[config.mk]
export PLATFORM = sky130hd
export DESIGN_NAME = delta_sample_channel_core
export DESIGN_NICKNAME = d
export VERILOG_FILES = /design/src/rtl/core/dsc_pkg.sv /design/src/rtl/core/dsc_in_stage.sv /design/src/rtl/core/dsc_channel_state.sv /design/src/rtl/core/dsc_out_stage.sv /design/src/rtl/core/delta_sample_channel_core.sv
export SDC_FILE = /design/constraint.sdc
export NUM_CORES = 1
export LEC_CHECK = 0
export BUFFER_PORTS_ARGS = -buffer_cell sky130_fd_sc_hd__buf_2
export CORE_ASPECT_RATIO = 1.25
export CORE_MARGIN = 2
export CORE_UTILIZATION = 63
export CTS_BUF_LIST = sky130_fd_sc_hd__clkbuf_8
export CTS_CLUSTER_DIAMETER = 150
export DETAILED_ROUTE_END_ITERATION = 8
export PLACE_DENSITY = 0.89
export SLEW_MARGIN = 10
export SYNTH_ARGS = -nofsm -noshare
export SYNTH_HDL_FRONTEND = slang
export SYNTH_HIERARCHICAL = 1
export SYNTH_SLANG_ARGS = --single-unit
export TNS_END_PERCENT = 30
[constraint.sdc]
create_clock -name clk -period 4.35 [get_ports clk]
set_input_delay 0.2175 -clock clk [delete_from_list [all_inputs] [get_ports clk]]
set_output_delay 0.2175 -clock clk [all_outputs]
set_load 0.05 [all_outputs]
[src/rtl/core/dsc_pkg.sv]
`timescale 1ns / 1ps
`default_nettype none

package dsc_pkg;

  localparam int LEVEL_W   = 7;
  localparam int TIMER_W   = 9;
  localparam int BITCNT_W  = 4;
  localparam int ADDR_W    = 16;
  localparam int COUNT_W   = 12;
  localparam int BYTE_W    = 8;
  localparam int IN_USER_W = 4;
  localparam int OUT_DATA_W = 40;
  localparam int OUT_USED_W = LEVEL_W + ADDR_W + 1 + COUNT_W;

  typedef enum logic [1:0] {
    CMD_TICK   = 2'd0,
    CMD_REG    = 2'd1,
    CMD_ENABLE = 2'd2,
    CMD_SAMPLE = 2'd3
  } cmd_t;

  typedef enum logic [1:0] {
    REG_CONTROL = 2'd0,
    REG_LEVEL   = 2'd1,
    REG_ADDRESS = 2'd2,
    REG_LENGTH  = 2'd3
  } reg_sel_t;

  localparam logic [LEVEL_W-1:0]  LEVEL_UP_MAX   = 7'h7d;
  localparam logic [LEVEL_W-1:0]  LEVEL_DOWN_MIN = 7'h02;
  localparam logic [LEVEL_W-1:0]  LEVEL_STEP     = 7'h02;
  localparam logic [ADDR_W-1:0]   ADDR_WRAP_BASE = 16'h8000;
  localparam logic [1:0]          START_TOP_BITS = 2'b11;
  localparam logic [BITCNT_W-1:0] BITS_PER_BYTE  = 4'd8;

  // Control byte bit positions.
  localparam int CTRL_IRQ_EN = 7;
  localparam int CTRL_LOOP   = 6;

  typedef struct packed {
    logic [BYTE_W-1:0] data_byte;
    reg_sel_t          reg_select;
    cmd_t              command;
  } in_item_t;

  typedef struct packed {
    logic [COUNT_W-1:0] bytes_left;
    logic               irq_pending;
    logic [ADDR_W-1:0]  fetch_address;
    logic               fetch_request;
    logic [LEVEL_W-1:0] level;
  } result_t;

  function automatic logic [TIMER_W-1:0] rate_period(input logic [3:0] idx);
    logic [TIMER_W-1:0] p;
    unique case (idx)
      4'h0: p = 9'h1ac;
      4'h1: p = 9'h17c;
      4'h2: p = 9'h154;
      4'h3: p = 9'h140;
      4'h4: p = 9'h11e;
      4'h5: p = 9'h0fe;
      4'h6: p = 9'h0e2;
      4'h7: p = 9'h0d6;
      4'h8: p = 9'h0be;
      4'h9: p = 9'h0a0;
      4'ha: p = 9'h08e;
      4'hb: p = 9'h080;
      4'hc: p = 9'h06a;
      4'hd: p = 9'h054;
      4'he: p = 9'h048;
      4'hf: p = 9'h036;
      default: p = 9'h1ac;
    endcase
    return p;
  endfunction

endpackage

`default_nettype wire

[src/rtl/core/dsc_in_stage.sv]
`timescale 1ns / 1ps
`default_nettype none

module dsc_in_stage import dsc_pkg::*; (
  input  wire logic     clk,
  input  wire logic     rst_n,
  input  wire logic     in_valid,
  output logic          in_ready,
  input  wire in_item_t in_item,
  input  wire logic     load_ok,
  output logic          fire,
  output in_item_t      item
);

  logic     valid_r, valid_nxt;
  in_item_t item_r;

  assign fire     = valid_r && load_ok;
  assign in_ready = !valid_r || load_ok;
  assign item     = item_r;

  always_comb begin
    valid_nxt = valid_r;
    if (in_valid && in_ready) begin
      valid_nxt = 1'b1;
    end else if (fire) begin
      valid_nxt = 1'b0;
    end
  end

  always_ff @(posedge clk) begin
    if (!rst_n) begin
      valid_r <= 1'b0;
    end else begin
      valid_r <= valid_nxt;
    end
  end

  always_ff @(posedge clk) begin
    if (in_valid && in_ready) begin
      item_r <= in_item;
    end
  end

endmodule

`default_nettype wire

[src/rtl/core/dsc_channel_state.sv]
`timescale 1ns / 1ps
`default_nettype none

module dsc_channel_state import dsc_pkg::*; (
  input  wire logic     clk,
  input  wire logic     rst_n,
  input  wire logic     fire,
  input  wire in_item_t item,
  output result_t       result
);

  logic [BYTE_W-1:0]   ctrl_r, ctrl_nxt;
  logic [TIMER_W-1:0]  timer_r, timer_nxt;
  logic [LEVEL_W-1:0]  level_r, level_nxt;
  logic [BYTE_W-1:0]   shift_r, shift_nxt;
  logic [BITCNT_W-1:0] bits_r, bits_nxt;
  logic [ADDR_W-1:0]   start_r, start_nxt;
  logic [ADDR_W-1:0]   cursor_r, cursor_nxt;
  logic [COUNT_W-1:0]  total_r, total_nxt;
  logic [COUNT_W-1:0]  remain_r, remain_nxt;
  logic                irq_r, irq_nxt;

  always_comb begin
    logic                do_clock;
    logic                byte_due;
    logic [COUNT_W-1:0]  remain_in;
    logic [COUNT_W-1:0]  remain_dec;
    logic                req;
    logic [ADDR_W-1:0]   req_addr;
    logic [LEVEL_W-1:0]  lvl_clk;
    logic [BYTE_W-1:0]   v;

    v          = item.data_byte;
    ctrl_nxt   = ctrl_r;
    timer_nxt  = timer_r;
    level_nxt  = level_r;
    shift_nxt  = shift_r;
    bits_nxt   = bits_r;
    start_nxt  = start_r;
    cursor_nxt = cursor_r;
    total_nxt  = total_r;
    remain_nxt = remain_r;
    irq_nxt    = irq_r;
    do_clock   = 1'b0;
    remain_in  = remain_r;

    unique case (item.command)
      CMD_TICK: begin
        if (timer_r == '0) begin
          timer_nxt = rate_period(ctrl_r[3:0]);
          do_clock  = 1'b1;
        end else begin
          timer_nxt = timer_r - 1'b1;
        end
      end
      CMD_REG: begin
        unique case (item.reg_select)
          REG_CONTROL: begin
            ctrl_nxt  = v;
            timer_nxt = rate_period(v[3:0]);
            if (!v[CTRL_IRQ_EN]) begin
              irq_nxt = 1'b0;
            end
          end
          REG_LEVEL: level_nxt = v[LEVEL_W-1:0];
          REG_ADDRESS: begin
            start_nxt  = {START_TOP_BITS, v, 6'b0};
            cursor_nxt = {START_TOP_BITS, v, 6'b0};
          end
          REG_LENGTH: begin
            total_nxt = {v, 4'b0001};
            if (remain_r == '0) begin
              remain_nxt = {v, 4'b0001};
            end
          end
          default: ;
        endcase
      end
      CMD_ENABLE: begin
        if (v[0]) begin
          if (remain_r == '0) begin
            remain_in  = total_r;
            remain_nxt = total_r;
          end
          do_clock = 1'b1;
        end else begin
          remain_nxt = '0;
        end
      end
      CMD_SAMPLE: shift_nxt = v;
      default: ;
    endcase

    // Output unit: step the level, then decide whether a new byte is due.
    lvl_clk = level_r;
    if (shift_r[0]) begin
      if (level_r <= LEVEL_UP_MAX) begin
        lvl_clk = level_r + LEVEL_STEP;
      end
    end else begin
      if (level_r >= LEVEL_DOWN_MIN) begin
        lvl_clk = level_r - LEVEL_STEP;
      end
    end

    byte_due = 1'b0;
    if (do_clock) begin
      if (bits_r != '0) begin
        level_nxt = lvl_clk;
        shift_nxt = shift_r >> 1;
        bits_nxt  = bits_r - 1'b1;
        byte_due  = (bits_r == 4'd1);
      end else begin
        byte_due = 1'b1;
      end
    end

    req        = 1'b0;
    req_addr   = '0;
    remain_dec = remain_in - 1'b1;
    if (byte_due && remain_in != '0) begin
      req        = 1'b1;
      req_addr   = cursor_r;
      bits_nxt   = BITS_PER_BYTE;
      cursor_nxt = (cursor_r + 1'b1) | ADDR_WRAP_BASE;
      remain_nxt = remain_dec;
      if (remain_dec == '0) begin
        if (ctrl_r[CTRL_LOOP]) begin
          remain_nxt = total_r;
          cursor_nxt = start_r;
        end else if (ctrl_r[CTRL_IRQ_EN]) begin
          irq_nxt = 1'b1;
        end
      end
    end

    result.level         = level_nxt;
    result.fetch_request = req;
    result.fetch_address = req_addr;
    result.irq_pending   = irq_nxt;
    result.bytes_left    = remain_nxt;
  end

  always_ff @(posedge clk) begin
    if (!rst_n) begin
      ctrl_r   <= '0;
      timer_r  <= '0;
      level_r  <= '0;
      shift_r  <= '0;
      bits_r   <= '0;
      start_r  <= '0;
      cursor_r <= '0;
      total_r  <= '0;
      remain_r <= '0;
      irq_r    <= 1'b0;
    end else if (fire) begin
      ctrl_r   <= ctrl_nxt;
      timer_r  <= timer_nxt;
      level_r  <= level_nxt;
      shift_r  <= shift_nxt;
      bits_r   <= bits_nxt;
      start_r  <= start_nxt;
      cursor_r <= cursor_nxt;
      total_r  <= total_nxt;
      remain_r <= remain_nxt;
      irq_r    <= irq_nxt;
    end
  end

endmodule

`default_nettype wire

[src/rtl/core/dsc_out_stage.sv]
`timescale 1ns / 1ps
`default_nettype none

module dsc_out_stage import dsc_pkg::*; (
  input  wire logic    clk,
  input  wire logic    rst_n,
  input  wire logic    fire,
  input  wire result_t result_in,
  output logic         load_ok,
  output logic         out_valid,
  input  wire logic    out_ready,
  output result_t      result
);

  logic    valid_r, valid_nxt;
  result_t result_r;

  // A held beat may be replaced in the cycle it is taken.
  assign load_ok   = !valid_r || out_ready;
  assign out_valid = valid_r;
  assign result    = result_r;

  always_comb begin
    valid_nxt = valid_r;
    if (fire) begin
      valid_nxt = 1'b1;
    end else if (out_ready) begin
      valid_nxt = 1'b0;
    end
  end

  always_ff @(posedge clk) begin
    if (!rst_n) begin
      valid_r <= 1'b0;
    end else begin
      valid_r <= valid_nxt;
    end
  end

  always_ff @(posedge clk) begin
    if (fire) begin
      result_r <= result_in;
    end
  end

endmodule

`default_nettype wire

[src/rtl/core/delta_sample_channel_core.sv]
`timescale 1ns / 1ps
`default_nettype none

// Channel   Dir  Ports                    Beat content
// in_       in   tvalid/tready/tuser/tdata  one command: tick, register, enable, sample byte
// out_      out  tvalid/tready/tuser/tdata  channel status after that command
//
// Each input beat yields exactly one output beat. Throughput is one beat per
// cycle while out_tready stays high; out_tvalid rises after the accepting edge
// through the input register, then the channel update into the output register.
// rst_n is synchronous and clears all channel state and both valid flags.
// A stalled output holds its beat; the input register fills behind it and
// in_tready drops only when both stages are full.

module delta_sample_channel_core import dsc_pkg::*; (
  input  wire logic                  clk,
  input  wire logic                  rst_n,
  input  wire logic                  in_tvalid,
  output logic                       in_tready,
  // [1:0] command, [3:2] reg_select
  input  wire logic [IN_USER_W-1:0]  in_tuser,
  // [7:0] data_byte
  input  wire logic [BYTE_W-1:0]     in_tdata,
  output logic                       out_tvalid,
  input  wire logic                  out_tready,
  // [0] fetch_request
  output logic [0:0]                 out_tuser,
  // [6:0] level, [22:7] fetch_address, [23] irq_pending, [35:24] bytes_left,
  // [39:36] zero
  output logic [OUT_DATA_W-1:0]      out_tdata
);

  in_item_t in_item;
  in_item_t item;
  result_t  next_result;
  result_t  held_result;
  logic     fire;
  logic     load_ok;

  assign in_item.command    = cmd_t'(in_tuser[1:0]);
  assign in_item.reg_select = reg_sel_t'(in_tuser[3:2]);
  assign in_item.data_byte  = in_tdata;

  dsc_in_stage u_in (
    .clk      (clk),
    .rst_n    (rst_n),
    .in_valid (in_tvalid),
    .in_ready (in_tready),
    .in_item  (in_item),
    .load_ok  (load_ok),
    .fire     (fire),
    .item     (item)
  );

  dsc_channel_state u_state (
    .clk    (clk),
    .rst_n  (rst_n),
    .fire   (fire),
    .item   (item),
    .result (next_result)
  );

  dsc_out_stage u_out (
    .clk       (clk),
    .rst_n     (rst_n),
    .fire      (fire),
    .result_in (next_result),
    .load_ok   (load_ok),
    .out_valid (out_tvalid),
    .out_ready (out_tready),
    .result    (held_result)
  );

  assign out_tuser = held_result.fetch_request;
  assign out_tdata = {{(OUT_DATA_W - OUT_USED_W){1'b0}},
                      held_result.bytes_left,
                      held_result.irq_pending,
                      held_result.fetch_address,
                      held_result.level};

endmodule

`default_nettype wire
==> implementation parameters <==
Parameter                              Value

Yosys
  Register area share after synthesis    between 40 and 50%
  Multiplexer share of the synthesized area    under 10%
  Xor and xnor fraction of the mapped netlist area    between 3 and 4%
  Most used DFF post-synth    sky130_fd_sc_hd__dfxtp_1
  Average cell area after synthesis    about 8.8 µm²
  Distinct cell type count of the synthesized netlist    between 80 and 90
  Simple-gate portion of the synthesized area    22.20%
  Fraction of synthesis flops using an asynchronous set or reset pin    0%
  Largest family of logic cells by synthesized area    simple AND/OR/NAND/NOR gates
  Number of synthesis warnings    6
  Post-synthesis sequential element count    140
  Adder-cell share of the synthesized area    about 3.6%
  Share of the synthesized area in compound gates (AO/OA/AOI/OAI)    19.29%
  Post-Synthesis Cell Area    ~7700 µm²
  Mapped Cells    just under 900
  Count of flip-flops with a built-in enable after synthesis    roughly 50

Worst hold path
  Capture endpoint of the worst hold path    u_in/valid_r
  Min-Delay Path Class    in -> reg
  Worst hold stages    3
  Startpoint of the most critical hold path    in_tvalid

Timing
  Setup clock skew after layout    between 0.008 and 0.009 ns
  Slew of the pin with the lowest slew margin    just over 1 ns
  Max-slew headroom at the worst pin    30.84%
  Final max-slew violation count    0
  Post-layout min period    about 3.9 ns
  Number of setup violations in the final report    0
  Max Freq    between 200 and 300 MHz
  Final hold violation count    0
  Setup repair after global routing missed its margin    no
  Final cycle utilization of the critical path    between 80 and 90%
  Total negative slack    0 ns

Route
  Aggregate routed wire length    ~22000 µm
  Mean routed wirelength per cell    around 20 µm
  DR pass1 iterations    7
  Total number of vias    between 7k and 8k
  ANT nets after route    0
  Number of DRC markers after the initial detailed-route iteration    between 700 and 800
  DR DRC count    0
  Routed via count divided by cell count    about 6.6

Global routing
  Total routing usage reported by global routing    between 30% and 40%
  Largest net degree at the start of global routing    42
  Global-route congestion overflow total    0
  Number of global-route vias before repair    approximately 6.7k
  Wire length of the first global-routing pass    roughly 34000 µm
  Antenna violations before repair    0

Cells and area
  Antenna diodes    0
  Share of cells above drive strength 1    roughly 14%
  Post-synthesis to final-layout area growth    12.07%
  Post-layout utilization of the core    72.02%
  Final #Nets    about 960

Critical path
  Class of the most critical setup path    reg -> reg
  Reg2Reg Depth    16
  Type of element capturing the critical path    flop
  Worst r2r dst    u_state/cursor_r[13]
  Data required time at the worst endpoint    between 4 and 5 ns
  Source of the critical timing path    u_in/item[0]
  CP Max Fanout    24
  Worst endpoint data arrival time    4.24 ns
  Startpoint type of the worst setup path    flop
  Start of the worst register-to-register path    u_in/item[0]
  Worst setup slack for register-to-register paths    0.47 ns

Floorplan
  Horizontal die dimension    103.2 µm
  Site Rows    45
  Vert. Die Dim    between 100 and 150 µm
  Initial standard-cell utilization of the core    between 60% and 70%
  Die outline area    around 13000 µm²
  Top-level port count    59
  Core outline area    12050 µm²

CTS
  Number of sinks driven by the clock tree    140
  Number of buffers between clock root and the deepest sink    2
  Clock input transition at the sequential cells of the worst setup and hold paths    around 0.080 ns
  Clock latency of the later-clocked register in the worst-skew pair    roughly 0.45 ns
  CTS tree    done
  Number of buffers created by CTS    17
  Clock root buffer    sky130_fd_sc_hd__clkbuf_8
  H-tree depth    4
  Count of instances resized after the clock tree is built    0

Status
  Result of the run    completed

Power
  Overall power consumption    3.449 mW
  Power density over the cells    approximately 400 nW/µm²
  Max VDD drop    around 0.32 mV
  Cell leakage power    3.446 nW

Place
  Final estimated routing congestion in global placement    0.9875
  HPWL Detailed    13960 µm
  Count of input and output buffers    54

Flow run
  Count of maximum capacitance violations    0
## cells by family (layout without fill, tap and decap cells)
group	count (synthesis)	in the layout
simple gates	351	351
compound gates	214	214
flops	140	140
buf+inv	96	145
xor+xnor	30	30
mux	27	27
fa+ha+maj	22	22
other cells	1	4
## placed cells by master, fill, tap and decap left out, drive strengths merged, types with 6 or more instances in the layout
| cell | n |
|---|---|
| nand2 | 108 |
| dfxtp | 91 |
| nor2 | 90 |
| buf | 70 |
| o21ai | 51 |
| edfxtp | 49 |
| a21oi | 45 |
| inv | 32 |
| nand3 | 27 |
| and3 | 27 |
| ha | 22 |
| mux2i | 20 |
| nor3 | 20 |
| clkbuf | 17 |
| xnor2 | 16 |
| a31oi | 14 |
| nor2b | 14 |
| xor2 | 14 |
| dlygate4sd3 | 12 |
| or3 | 12 |
| o211ai | 11 |
| nand3b | 9 |
| a22o | 8 |
| nor4 | 8 |
| mux2 | 7 |
| nand4 | 7 |
| bufinv | 6 |
| a311o | 6 |
| or4 | 6 |
| nand2b | 6 |
| a21boi | 6 |
| clkinv | 6 |
## stage by stage
stage	cells	instance area, µm²	hold WS, ns	worst slack, ns
floorplan	884	7755	0.3164	0.9285
finish	1097	8678	0.04735	0.4741
CTS	1097	8678	0.02021	0.5637
detailed placement	1053	8079	0.3956	0.5911
global route	1097	8678	0.04220	0.1853
global placement	1053	8079	0.3941	0.6416
## cells in the mapped netlist, types with 5 or more instances
master                     count  area (µm²)
sky130_fd_sc_hd__a21o_1        5       37.54
sky130_fd_sc_hd__a21oi_1      45       225.2
sky130_fd_sc_hd__a222oi_1      5       50.05
sky130_fd_sc_hd__a22o_1        8       70.07
sky130_fd_sc_hd__a311o_1       6       60.06
sky130_fd_sc_hd__a31oi_1      14       87.58
sky130_fd_sc_hd__a32o_1        5       50.05
sky130_fd_sc_hd__a41oi_1       5       43.79
sky130_fd_sc_hd__and3_1       27       168.9
sky130_fd_sc_hd__buf_1         8       30.03
sky130_fd_sc_hd__buf_2         9       45.04
sky130_fd_sc_hd__buf_4         6       45.04
sky130_fd_sc_hd__clkbuf_1     40       150.1
sky130_fd_sc_hd__dfxtp_1      91        1822
sky130_fd_sc_hd__edfxtp_1     49        1471
sky130_fd_sc_hd__ha_1         22       275.3
sky130_fd_sc_hd__inv_1        28       105.1
sky130_fd_sc_hd__mux2_2        7       78.83
sky130_fd_sc_hd__mux2i_1      20       200.2
sky130_fd_sc_hd__nand2_1     107       401.6
sky130_fd_sc_hd__nand3_1      27       135.1
sky130_fd_sc_hd__nand3b_1      9       67.56
sky130_fd_sc_hd__nand4_1       7       43.79
sky130_fd_sc_hd__nor2_1       90       337.8
sky130_fd_sc_hd__nor2b_1      14       87.58
sky130_fd_sc_hd__nor3_1       19       95.09
sky130_fd_sc_hd__nor4_1        7       43.79
sky130_fd_sc_hd__o211ai_1     11       82.58
sky130_fd_sc_hd__o21ai_0      49       245.2
sky130_fd_sc_hd__or3_1        12       75.07
sky130_fd_sc_hd__or4_1         5       37.54
sky130_fd_sc_hd__xnor2_1      16       140.1
sky130_fd_sc_hd__xor2_1       13       113.9
## worst max-delay path by stage
stage	to	cells past startpoint
after floorplan	u_state/cursor_r[11]	14
after global placement	u_state/cursor_r[7]	14
after detailed placement	u_state/cursor_r[13]	16
after CTS	u_state/cursor_r[13]	16
after global routing	u_state/cursor_r[13]	14
final	u_state/cursor_r[13]	16
## where the power goes
part           leakage, nW  internal (mW)  switching (mW)
Sequential            1.21           1.42          0.0597
Clock                0.237          0.743           0.548
Combinational         1.99          0.226           0.456
Total                 3.45           2.38            1.06
## flip-flops by register name, indices dropped and copies added (netlist names), 4 cells and up, named ones only
register / cells
u_out/result: 37
u_state/cursor_r: 16
u_in/item: 12
u_state/remain_r: 12
u_state/start_r: 9
u_state/timer_r: 9
u_state/total_r: 9
u_state/shift_r: 8
u_state/level_r: 7
u_state/ctrl_r: 6
u_state/bits_r: 4
## critical path, cell delays in order (launching register included)
cell and delay (ns):
sky130_fd_sc_hd__edfxtp_1 0.39, sky130_fd_sc_hd__inv_1 0.08, sky130_fd_sc_hd__ha_1 0.25, sky130_fd_sc_hd__and2_1 0.27, sky130_fd_sc_hd__nand2_1 0.12, sky130_fd_sc_hd__nor2_1 0.06
sky130_fd_sc_hd__a21o_1 0.21, sky130_fd_sc_hd__inv_1 0.08, sky130_fd_sc_hd__ha_1 0.30, sky130_fd_sc_hd__inv_1 0.11, sky130_fd_sc_hd__or3_1 0.34, sky130_fd_sc_hd__xor2_1 0.24
sky130_fd_sc_hd__nand4_1 0.19, sky130_fd_sc_hd__nor4_4 0.40, sky130_fd_sc_hd__buf_12 0.24, sky130_fd_sc_hd__mux2_2 0.35, sky130_fd_sc_hd__a31oi_1 0.17
## metal layers
metal,GRT usage [%],vias to the layer above,part of all wire [%]
met5,0,-,0
met4,15.79,0,4.2
met3,6.161,84,8.9
met2,54.62,456,48
met1,42.74,3389,39
li1,-,3259,-
## final cells by class
type,count,area [µm²]
multi-input cells,648,4061
fillers,905,3371
flip-flops and latches,140,3293
repair buffers,82,523.0
clock inverters,15,245.2
clock buffers,17,234.0
well taps,164,205.2
inverters,31,116.4
## what timing repair did
action | CTS | global route
setup buffers | 0 | 0
hold buffers | 12 | 0
endpoints found under the hold margin | 12 | 0
Note: power is estimated with default switching activity, not from simulation.
